$ cat src/rtl/core/pmbc_pkg.sv
// Shared types and constants for the position-modulo byte checksum.
// Defines the token that travels along the divider chain and the register indexes.
// No dependencies.
package pmbc_pkg;

    localparam int LENGTH_BITS   = 24;
    localparam int BYTE_BITS     = 8;
    localparam int DVD_BITS      = LENGTH_BITS + 1;   // byte + bytes still to follow
    localparam int REM_BITS      = BYTE_BITS + 1;     // divisor reaches 256
    localparam int SUM_BITS      = 32;
    localparam int OFFSET_BITS   = 8;
    localparam int CELLS         = DVD_BITS;          // one quotient bit per cell
    localparam int CFG_IDX_BITS  = 2;
    localparam int CFG_DATA_BITS = LENGTH_BITS;

    localparam logic [CFG_IDX_BITS-1:0] REG_TOTAL_LENGTH    = 2'd0;
    localparam logic [CFG_IDX_BITS-1:0] REG_CHECKSUM_OFFSET = 2'd1;

    // One byte on its way through the divider chain
    typedef struct packed {
        logic                valid;
        logic                last;   // final byte of the file
        logic                field;  // byte belongs to the stored checksum field
        logic [1:0]          fidx;   // byte lane within the stored field
        logic [DVD_BITS-1:0] dvd;    // dividend bits not yet consumed, MSB first
        logic [REM_BITS-1:0] rem;    // partial remainder
        logic [REM_BITS-1:0] div;    // divisor, byte + 1
    } token_t;

endpackage

$ cat src/rtl/core/position_modulo_byte_checksum.sv
// Top level of the position-modulo byte checksum: front end, divider chain, tail.
// Depends on pmbc_pkg, pmbc_front, pmbc_cell, pmbc_tail.
//
//   channel  direction  handshake            payload
//   in       sink       in_valid / in_stall  byte_value
//   out      source     out_valid / out_stall checksum_value, checksum_match
//   cfg      sink       cfg_valid / cfg_ready cfg_index, cfg_data
//
// One byte is taken every cycle while in_stall is low; each byte runs through a
// chain of 25 division cells, one dividend bit per cell, and the tail registers
// the result of each file. Reset restarts the counters and empties the chain.
// in_stall rises only while a result waits on a stalled output and the next
// result has reached the end of the chain; then the whole chain holds.
// Configuration writes are always taken (cfg_ready is high).
module position_modulo_byte_checksum (
    input  logic                                clk,
    input  logic                                rst_n,
    input  logic                                in_valid,
    output logic                                in_stall,
    input  logic [pmbc_pkg::BYTE_BITS-1:0]      byte_value,
    output logic                                out_valid,
    input  logic                                out_stall,
    output logic [pmbc_pkg::SUM_BITS-1:0]       checksum_value,
    output logic                                checksum_match,
    input  logic                                cfg_valid,
    output logic                                cfg_ready,
    input  logic [pmbc_pkg::CFG_IDX_BITS-1:0]   cfg_index,
    input  logic [pmbc_pkg::CFG_DATA_BITS-1:0]  cfg_data
);
    import pmbc_pkg::*;

    token_t chain [0:CELLS];
    token_t front_tok;
    token_t entry_tok;
    logic   adv;
    logic   accept;
    logic   restart;

    assign cfg_ready = 1'b1;
    assign in_stall  = !adv;
    assign accept    = in_valid && adv;

    pmbc_front u_front (
        .clk        (clk),
        .rst_n      (rst_n),
        .cfg_valid  (cfg_valid),
        .cfg_index  (cfg_index),
        .cfg_data   (cfg_data),
        .accept     (accept),
        .byte_value (byte_value),
        .tok        (front_tok),
        .restart    (restart)
    );

    // Feed the chain; an empty slot enters when no byte is offered
    always_comb
    begin
        entry_tok       = front_tok;
        entry_tok.valid = in_valid;
    end

    assign chain[0] = entry_tok;

    for (genvar i = 0; i < CELLS; i++)
    begin : g_cell
        pmbc_cell u_cell (
            .clk     (clk),
            .rst_n   (rst_n),
            .adv     (adv),
            .tok_in  (chain[i]),
            .tok_out (chain[i+1])
        );
    end

    pmbc_tail u_tail (
        .clk            (clk),
        .rst_n          (rst_n),
        .restart        (restart),
        .tok            (chain[CELLS]),
        .out_stall      (out_stall),
        .adv            (adv),
        .out_valid      (out_valid),
        .checksum_value (checksum_value),
        .checksum_match (checksum_match)
    );

endmodule

$ cat src/rtl/core/pmbc_front.sv
// Front end: configuration registers, byte position and bytes-remaining counters.
// Builds the dividend/divisor token for each accepted byte. Depends on pmbc_pkg.
module pmbc_front (
    input  logic                                  clk,
    input  logic                                  rst_n,
    input  logic                                  cfg_valid,
    input  logic [pmbc_pkg::CFG_IDX_BITS-1:0]     cfg_index,
    input  logic [pmbc_pkg::CFG_DATA_BITS-1:0]    cfg_data,
    input  logic                                  accept,
    input  logic [pmbc_pkg::BYTE_BITS-1:0]        byte_value,
    output pmbc_pkg::token_t                      tok,
    output logic                                  restart
);
    import pmbc_pkg::*;

    logic [LENGTH_BITS-1:0] total_length_reg, total_length_next;
    logic [OFFSET_BITS-1:0] offset_reg, offset_next;
    logic [LENGTH_BITS-1:0] remaining_reg, remaining_next;
    logic [LENGTH_BITS-1:0] pos_reg, pos_next;
    logic [LENGTH_BITS-1:0] len_eff;
    logic [LENGTH_BITS-1:0] r;
    logic [LENGTH_BITS-1:0] rel;
    logic [LENGTH_BITS-1:0] off_ext;
    logic                   last;

    // Zero length counts as one byte
    assign len_eff = (total_length_reg == '0) ? {{(LENGTH_BITS-1){1'b0}}, 1'b1}
                                              : total_length_reg;
    assign r       = remaining_reg - {{(LENGTH_BITS-1){1'b0}}, 1'b1};
    assign last    = (r == '0);
    assign off_ext = {{(LENGTH_BITS-OFFSET_BITS){1'b0}}, offset_reg};
    assign rel     = pos_reg - off_ext;
    assign restart = cfg_valid && (cfg_index == REG_TOTAL_LENGTH);

    // Build the token for the byte on the input
    always_comb
    begin
        tok       = '0;
        tok.valid = 1'b1;
        tok.last  = last;
        tok.field = (pos_reg >= off_ext) && (rel < LENGTH_BITS'(4));
        tok.fidx  = rel[1:0];
        tok.dvd   = {1'b0, r} + {{(DVD_BITS-BYTE_BITS){1'b0}}, byte_value};
        tok.rem   = '0;
        tok.div   = {1'b0, byte_value} + {{(REM_BITS-1){1'b0}}, 1'b1};
    end

    // Counter and register updates
    always_comb
    begin
        total_length_next = total_length_reg;
        offset_next       = offset_reg;
        remaining_next    = remaining_reg;
        pos_next          = pos_reg;
        if (accept)
        begin
            if (last)
            begin
                remaining_next = len_eff;
                pos_next       = '0;
            end
            else
            begin
                remaining_next = r;
                pos_next       = pos_reg + {{(LENGTH_BITS-1){1'b0}}, 1'b1};
            end
        end
        if (cfg_valid)
        begin
            case (cfg_index)
                REG_TOTAL_LENGTH:
                begin
                    total_length_next = cfg_data;
                    remaining_next    = (cfg_data == '0)
                                        ? {{(LENGTH_BITS-1){1'b0}}, 1'b1} : cfg_data;
                    pos_next          = '0;
                end
                REG_CHECKSUM_OFFSET:
                begin
                    offset_next = cfg_data[OFFSET_BITS-1:0];
                end
                default:
                begin
                    total_length_next = total_length_reg;
                end
            endcase
        end
    end

    always_ff @(posedge clk or negedge rst_n)
    begin
        if (!rst_n)
        begin
            total_length_reg <= {{(LENGTH_BITS-1){1'b0}}, 1'b1};
            offset_reg       <= '0;
            remaining_reg    <= {{(LENGTH_BITS-1){1'b0}}, 1'b1};
            pos_reg          <= '0;
        end
        else
        begin
            total_length_reg <= total_length_next;
            offset_reg       <= offset_next;
            remaining_reg    <= remaining_next;
            pos_reg          <= pos_next;
        end
    end

    a_remaining_nonzero: assert property (@(posedge clk) disable iff (!rst_n)
        remaining_reg != '0)
        else $error("bytes remaining reached zero");

    a_wrap_after_last: assert property (@(posedge clk) disable iff (!rst_n)
        accept && last |=> (pos_reg == '0) && (remaining_reg == len_eff))
        else $error("file did not restart after its final byte");

endmodule

$ cat src/rtl/core/pmbc_cell.sv
// One restoring-division cell: consumes one dividend bit per pass.
// Registers the token and hands it to the next cell. Depends on pmbc_pkg.
module pmbc_cell (
    input  logic              clk,
    input  logic              rst_n,
    input  logic              adv,
    input  pmbc_pkg::token_t  tok_in,
    output pmbc_pkg::token_t  tok_out
);
    import pmbc_pkg::*;

    token_t              tok_reg, tok_next;
    logic [REM_BITS:0]   rem_sh;
    logic [REM_BITS:0]   rem_sub;
    logic                fits;

    // Shift in the next dividend bit, subtract when the divisor fits
    assign rem_sh  = {tok_in.rem, tok_in.dvd[DVD_BITS-1]};
    assign fits    = rem_sh >= {1'b0, tok_in.div};
    assign rem_sub = rem_sh - {1'b0, tok_in.div};

    always_comb
    begin
        tok_next     = tok_in;
        tok_next.dvd = {tok_in.dvd[DVD_BITS-2:0], 1'b0};
        tok_next.rem = fits ? rem_sub[REM_BITS-1:0] : rem_sh[REM_BITS-1:0];
    end

    // Advance with the whole chain; reset empties the cell
    always_ff @(posedge clk or negedge rst_n)
    begin
        if (!rst_n)
        begin
            tok_reg <= '0;
        end
        else if (adv)
        begin
            tok_reg <= tok_next;
        end
    end

    assign tok_out = tok_reg;

    a_rem_below_div: assert property (@(posedge clk) disable iff (!rst_n)
        tok_reg.valid |-> (tok_reg.rem < tok_reg.div))
        else $error("partial remainder not below divisor");

endmodule

$ cat src/rtl/core/pmbc_tail.sv
// Tail of the chain: accumulates remainders, captures the stored field,
// and holds the finished result in the output register. Depends on pmbc_pkg.
module pmbc_tail (
    input  logic                              clk,
    input  logic                              rst_n,
    input  logic                              restart,
    input  pmbc_pkg::token_t                  tok,
    input  logic                              out_stall,
    output logic                              adv,
    output logic                              out_valid,
    output logic [pmbc_pkg::SUM_BITS-1:0]     checksum_value,
    output logic                              checksum_match
);
    import pmbc_pkg::*;

    logic [SUM_BITS-1:0]  sum_reg, sum_next;
    logic [SUM_BITS-1:0]  stored_reg, stored_next;
    logic                 out_valid_reg, out_valid_next;
    logic [SUM_BITS-1:0]  value_reg;
    logic                 match_reg;
    logic [BYTE_BITS-1:0] b;
    logic                 take;
    logic                 finish;

    // Freeze the chain only when a second result would overrun a stalled one
    assign adv    = !(out_valid_reg && out_stall && tok.valid && tok.last);
    assign take   = adv && tok.valid;
    assign finish = take && tok.last;
    assign b      = tok.div[BYTE_BITS-1:0] - {{(BYTE_BITS-1){1'b0}}, 1'b1};

    always_comb
    begin
        stored_next = stored_reg;
        sum_next    = sum_reg;
        if (tok.field)
        begin
            stored_next = stored_reg
                          | ({{(SUM_BITS-BYTE_BITS){1'b0}}, b} << {tok.fidx, 3'b000});
        end
        else
        begin
            sum_next = sum_reg + {{(SUM_BITS-REM_BITS){1'b0}}, tok.rem};
        end
    end

    always_comb
    begin
        out_valid_next = out_valid_reg;
        if (finish)
        begin
            out_valid_next = 1'b1;
        end
        else if (!out_stall)
        begin
            out_valid_next = 1'b0;
        end
    end

    always_ff @(posedge clk or negedge rst_n)
    begin
        if (!rst_n)
        begin
            sum_reg       <= '0;
            stored_reg    <= '0;
            out_valid_reg <= 1'b0;
        end
        else
        begin
            out_valid_reg <= out_valid_next;
            if (restart || finish)
            begin
                sum_reg    <= '0;
                stored_reg <= '0;
            end
            else if (take)
            begin
                sum_reg    <= sum_next;
                stored_reg <= stored_next;
            end
        end
    end

    // Load the result on the final byte of a file
    always_ff @(posedge clk)
    begin
        if (finish)
        begin
            value_reg <= sum_next;
            match_reg <= (sum_next == stored_next);
        end
    end

    assign out_valid      = out_valid_reg;
    assign checksum_value = value_reg;
    assign checksum_match = match_reg;

    a_finish_shows: assert property (@(posedge clk) disable iff (!rst_n)
        finish |=> out_valid_reg)
        else $error("finished file produced no result");

    a_clear_after_finish: assert property (@(posedge clk) disable iff (!rst_n)
        finish |=> (sum_reg == '0) && (stored_reg == '0))
        else $error("accumulators not cleared after final byte");

endmodule
$ cat config.mk
export PLATFORM = sky130hd
export DESIGN_NAME = position_modulo_byte_checksum
export DESIGN_NICKNAME = d
export VERILOG_FILES = /design/src/rtl/core/pmbc_pkg.sv /design/src/rtl/core/position_modulo_byte_checksum.sv /design/src/rtl/core/pmbc_front.sv /design/src/rtl/core/pmbc_cell.sv /design/src/rtl/core/pmbc_tail.sv
export SDC_FILE = /design/constraint.sdc
export NUM_CORES = 2
export LEC_CHECK = 0
export ABC_AREA = 0
export ABC_CLOCK_PERIOD_IN_PS = 5550
export BUFFER_PORTS_ARGS = -buffer_cell sky130_fd_sc_hd__clkbuf_2
export CAP_MARGIN = 25
export CORE_UTILIZATION = 50
export DETAILED_ROUTE_END_ITERATION = 8
export GPL_ROUTABILITY_DRIVEN = 0
export GPL_TIMING_DRIVEN = 0
export MAX_ROUTING_LAYER = met4
export PLACE_DENSITY = 0.65
export SLEW_MARGIN = 40
export SYNTH_ARGS = -nofsm -noshare
export SYNTH_HDL_FRONTEND = slang
export SYNTH_HIERARCHICAL = 1
export SYNTH_SLANG_ARGS = --single-unit
$ cat constraint.sdc
create_clock -name clk -period 5.55 [get_ports clk]
set_clock_uncertainty 0.05 [all_clocks]
set_input_delay 1.3875 -clock clk [delete_from_list [all_inputs] [get_ports clk]]
set_output_delay 1.3875 -clock clk [all_outputs]
set_load 0.02 [all_outputs]
==> flow_metrics.py <==
metrics = {
    "run_status": {
        "status": "finished, final reports clean",
    },
    "final_layout": {
        "diodes": 0,
        "final.fill_count": 9825,
        "multi_input_comb_area_mm2": 0.0288,
        "fin_nets": 5852,
        "seq_area_mm2": 0.0265,
        "largest_reg_flops": 874,
        "final_cells": 7134,
        "drive_gt1_frac": 0.227,
        "area_growth_pct": 11.9,
    },
    "floorplanning": {
        "dieArea_mm2": 0.118,
        "pin_count": 75,
        "num_rows": 124,
        "core_mm2": 0.115,
        "die_h_um": 343,
        "initial_core_util": 0.506,
        "die_width_um": 343,
    },
    "drt": {
        "num_vias": 39973,
        "drtIter0Drc": 2482,
        "wire_per_inst_um": 18.2,
        "first_pass_iters": 6,
        "drc": 0,
        "highest_layer": "met4",
        "wl_met1_um": 61100,
        "wl_met3_um": 4240,
        "ant_nets": 0,
        "wirelength_um": 130000,
        "vias_per_cell": 5.60,
        "wl_met2_um": 60800,
    },
    "placed_design": {
        "hpwl_um": 96900,
        "io_buffers": 73,
        "place_inst": 6928,
    },
    "synth": {
        "syn_area_mm2": 0.0581,
        "postSynthAreaPerCell_um2": 10.9,
        "synthCells": 5309,
        "ys_warn_count": 6,
    },
    "sta": {
        "tns_ns": 0,
        "period_minus_slack_ns": 5.29,
        "rsz0062_at_grt": "no",
        "hold_viol": 0,
        "whs_ns": 0.425,
        "finalMaxSlewViolations": 0,
        "finalCritPeriodShare": 0.953,
        "report.final.setup_viol": 0,
        "max_freq_ghz": 0.189,
        "relSlewSlack": 0.452,
        "worst_slew_pin_slew_ns": 0.817,
    },
    "clock_tree": {
        "path_clk_slew_ns": 0.07,
        "cts_tree": "built",
        "h-tree-depth": 3,
        "ctsHoldBuffers": 0,
        "cts_inserted_buffers": 112,
        "clockBufferDepth": 3,
        "cts_root_buf": "clkbuf_16",
        "clkLatencyLatePin_ns": 0.69,
        "cts.sinks": 1052,
    },
    "pwr": {
        "internal_power_w": 0.0213,
        "clkPwrFrac": 0.238,
        "power_w": 0.0332,
        "leakagePower_nw": 28.9,
        "irDropWorstVdd_uv": 322,
        "powerDensity_mw_per_mm2": 511,
        "switchingPower_w": 0.0119,
        "p_seq_frac": 0.351,
        "netSwitchingFraction": 0.359,
        "power_frac_comb": 0.411,
    },
    "grt": {
        "overflow": 0,
        "grt_max_degree": 70,
        "grt_pass1_wl_um": 215000,
        "antenna_found_initial": 0,
        "grt_pass1_vias": 40147,
        "grtUsageTotal": 0.231,
    },
    "critical_path": {
        "path_class": "reg2reg",
        "worstSetupEndpointType": "flip-flop",
        "cp.arrival_ns": 5.83,
        "crit_path_max_fanout": 10,
        "startpoint_type": "flip-flop",
        "cp_data_required_time_ns": 6.09,
        "setup.worst_path.start": "u_front/remaining_reg[2]",
        "regToRegSetupSlack_ns": 0.26,
        "r2r-start": "u_front/remaining_reg[2]",
    },
    "hold_path": {
        "worstHoldStart": "u_front/total_length_reg[0]",
        "hp-class": "reg2reg",
    },
    "flow_run": {
        "drv_cap": 0,
    },
}
-- cell usage in the layout, fill, tap and decap left out, drive strengths merged, types with 86 or more instances in the layout --
| cell | count |
|---|---|
| a21o | 86 |
| a21oi | 409 |
| a31oi | 106 |
| buf | 185 |
| clkbuf | 340 |
| dfrtp | 1017 |
| ha | 255 |
| inv | 394 |
| mux2 | 685 |
| mux2i | 158 |
| nand2 | 281 |
| nand3 | 160 |
| nor2 | 282 |
| xnor2 | 129 |
| xor2 | 135 |
-- worst max-delay path, stage by stage, from the launching register on --
cell      delay [ns]
dfrtp_1         0.51
nor3_4          0.33
buf_2           0.29
nand2_1         0.21
xnor2_1         0.25
ha_1            0.39
o21a_1          0.13
o21ai_0         0.07
nand2b_1        0.10
o21a_2          0.19
nand2_1         0.12
or3b_4          0.45
nand2b_4        0.17
nor3_4          0.21
inv_1           0.10
ha_1            0.20
inv_1           0.06
fa_1            0.23
a21oi_2         0.09
a211o_1         0.30
o211a_2         0.18
buf_6           0.17
a31o_1          0.20
a31oi_1         0.18
-- per-layer routing --
| metal | vias up | global-route usage |
|---|---|---|
| li1 | 19450 | - |
| met1 | 19676 | 0.317 |
| met2 | 621 | 0.362 |
| met3 | 226 | 0.0266 |
| met4 | 0 | 0.0654 |
| met5 | - | - |
-- per-stage QoR --
| stage | setup WS (ns) | util | instance area (um2) |
|---|---|---|---|
| finish | 0.262 | 0.566 | 65000 |
| global route | 0.00553 | 0.566 | 65000 |
| CTS | 0.0337 | 0.566 | 64900 |
| detailed placement | -0.253 | 0.531 | 61000 |
| global placement | -21.93 | 0.526 | 60400 |
| floorplan | 0.664 | - | 58100 |
-- area by class of cell --
type                    instances  area share
multi-input cells            3596       0.443
flip-flops and latches       1052       0.408
clock buffers                 149      0.0494
well taps                    1512      0.0291
plain buffers                 276      0.0230
inverters                     392      0.0226
repair buffers                100      0.0141
clock inverters                57      0.0114
-- worst paths after layout --
path / cells after the start / to
worst max-delay path: 23 / g_cell[0].u_cell/tok_out[16]
worst min-delay path: 2 / u_front/total_length_reg[0]
worst max register to register: 23 / g_cell[0].u_cell/tok_out[16]
worst min register to register: 2 / u_front/total_length_reg[0]
max in group asynchronous: 7 / g_cell[7].u_cell/tok_out[2]
min in group asynchronous: 2 / g_cell[24].u_cell/tok_out[14]
-- timing repair --
action | CTS | global route
setup endpoints to repair | 9 | 9
cloned | 0 | 0
pin swaps | 2 | 1
buffers inserted | 1 | 0
gates resized for setup | 6 | 5
-- power groups by stage --
| stage | Clock (W) | Sequential [W] | Combinational, W |
|---|---|---|---|
| 6_report | 0.00793 | 0.0117 | 0.0137 |
| 5_1_grt | 0.00842 | 0.0120 | 0.0152 |
| 3_3_place_gp | 0 | 0.0118 | 0.0131 |
| 3_5_place_dp | 0 | 0.0118 | 0.0135 |
| 2_1_floorplan | 0 | 0.0111 | 0.0110 |
| 4_1_cts | 0.00813 | 0.0117 | 0.0136 |
No activity file was read; power rests on OpenSTA's default activity.
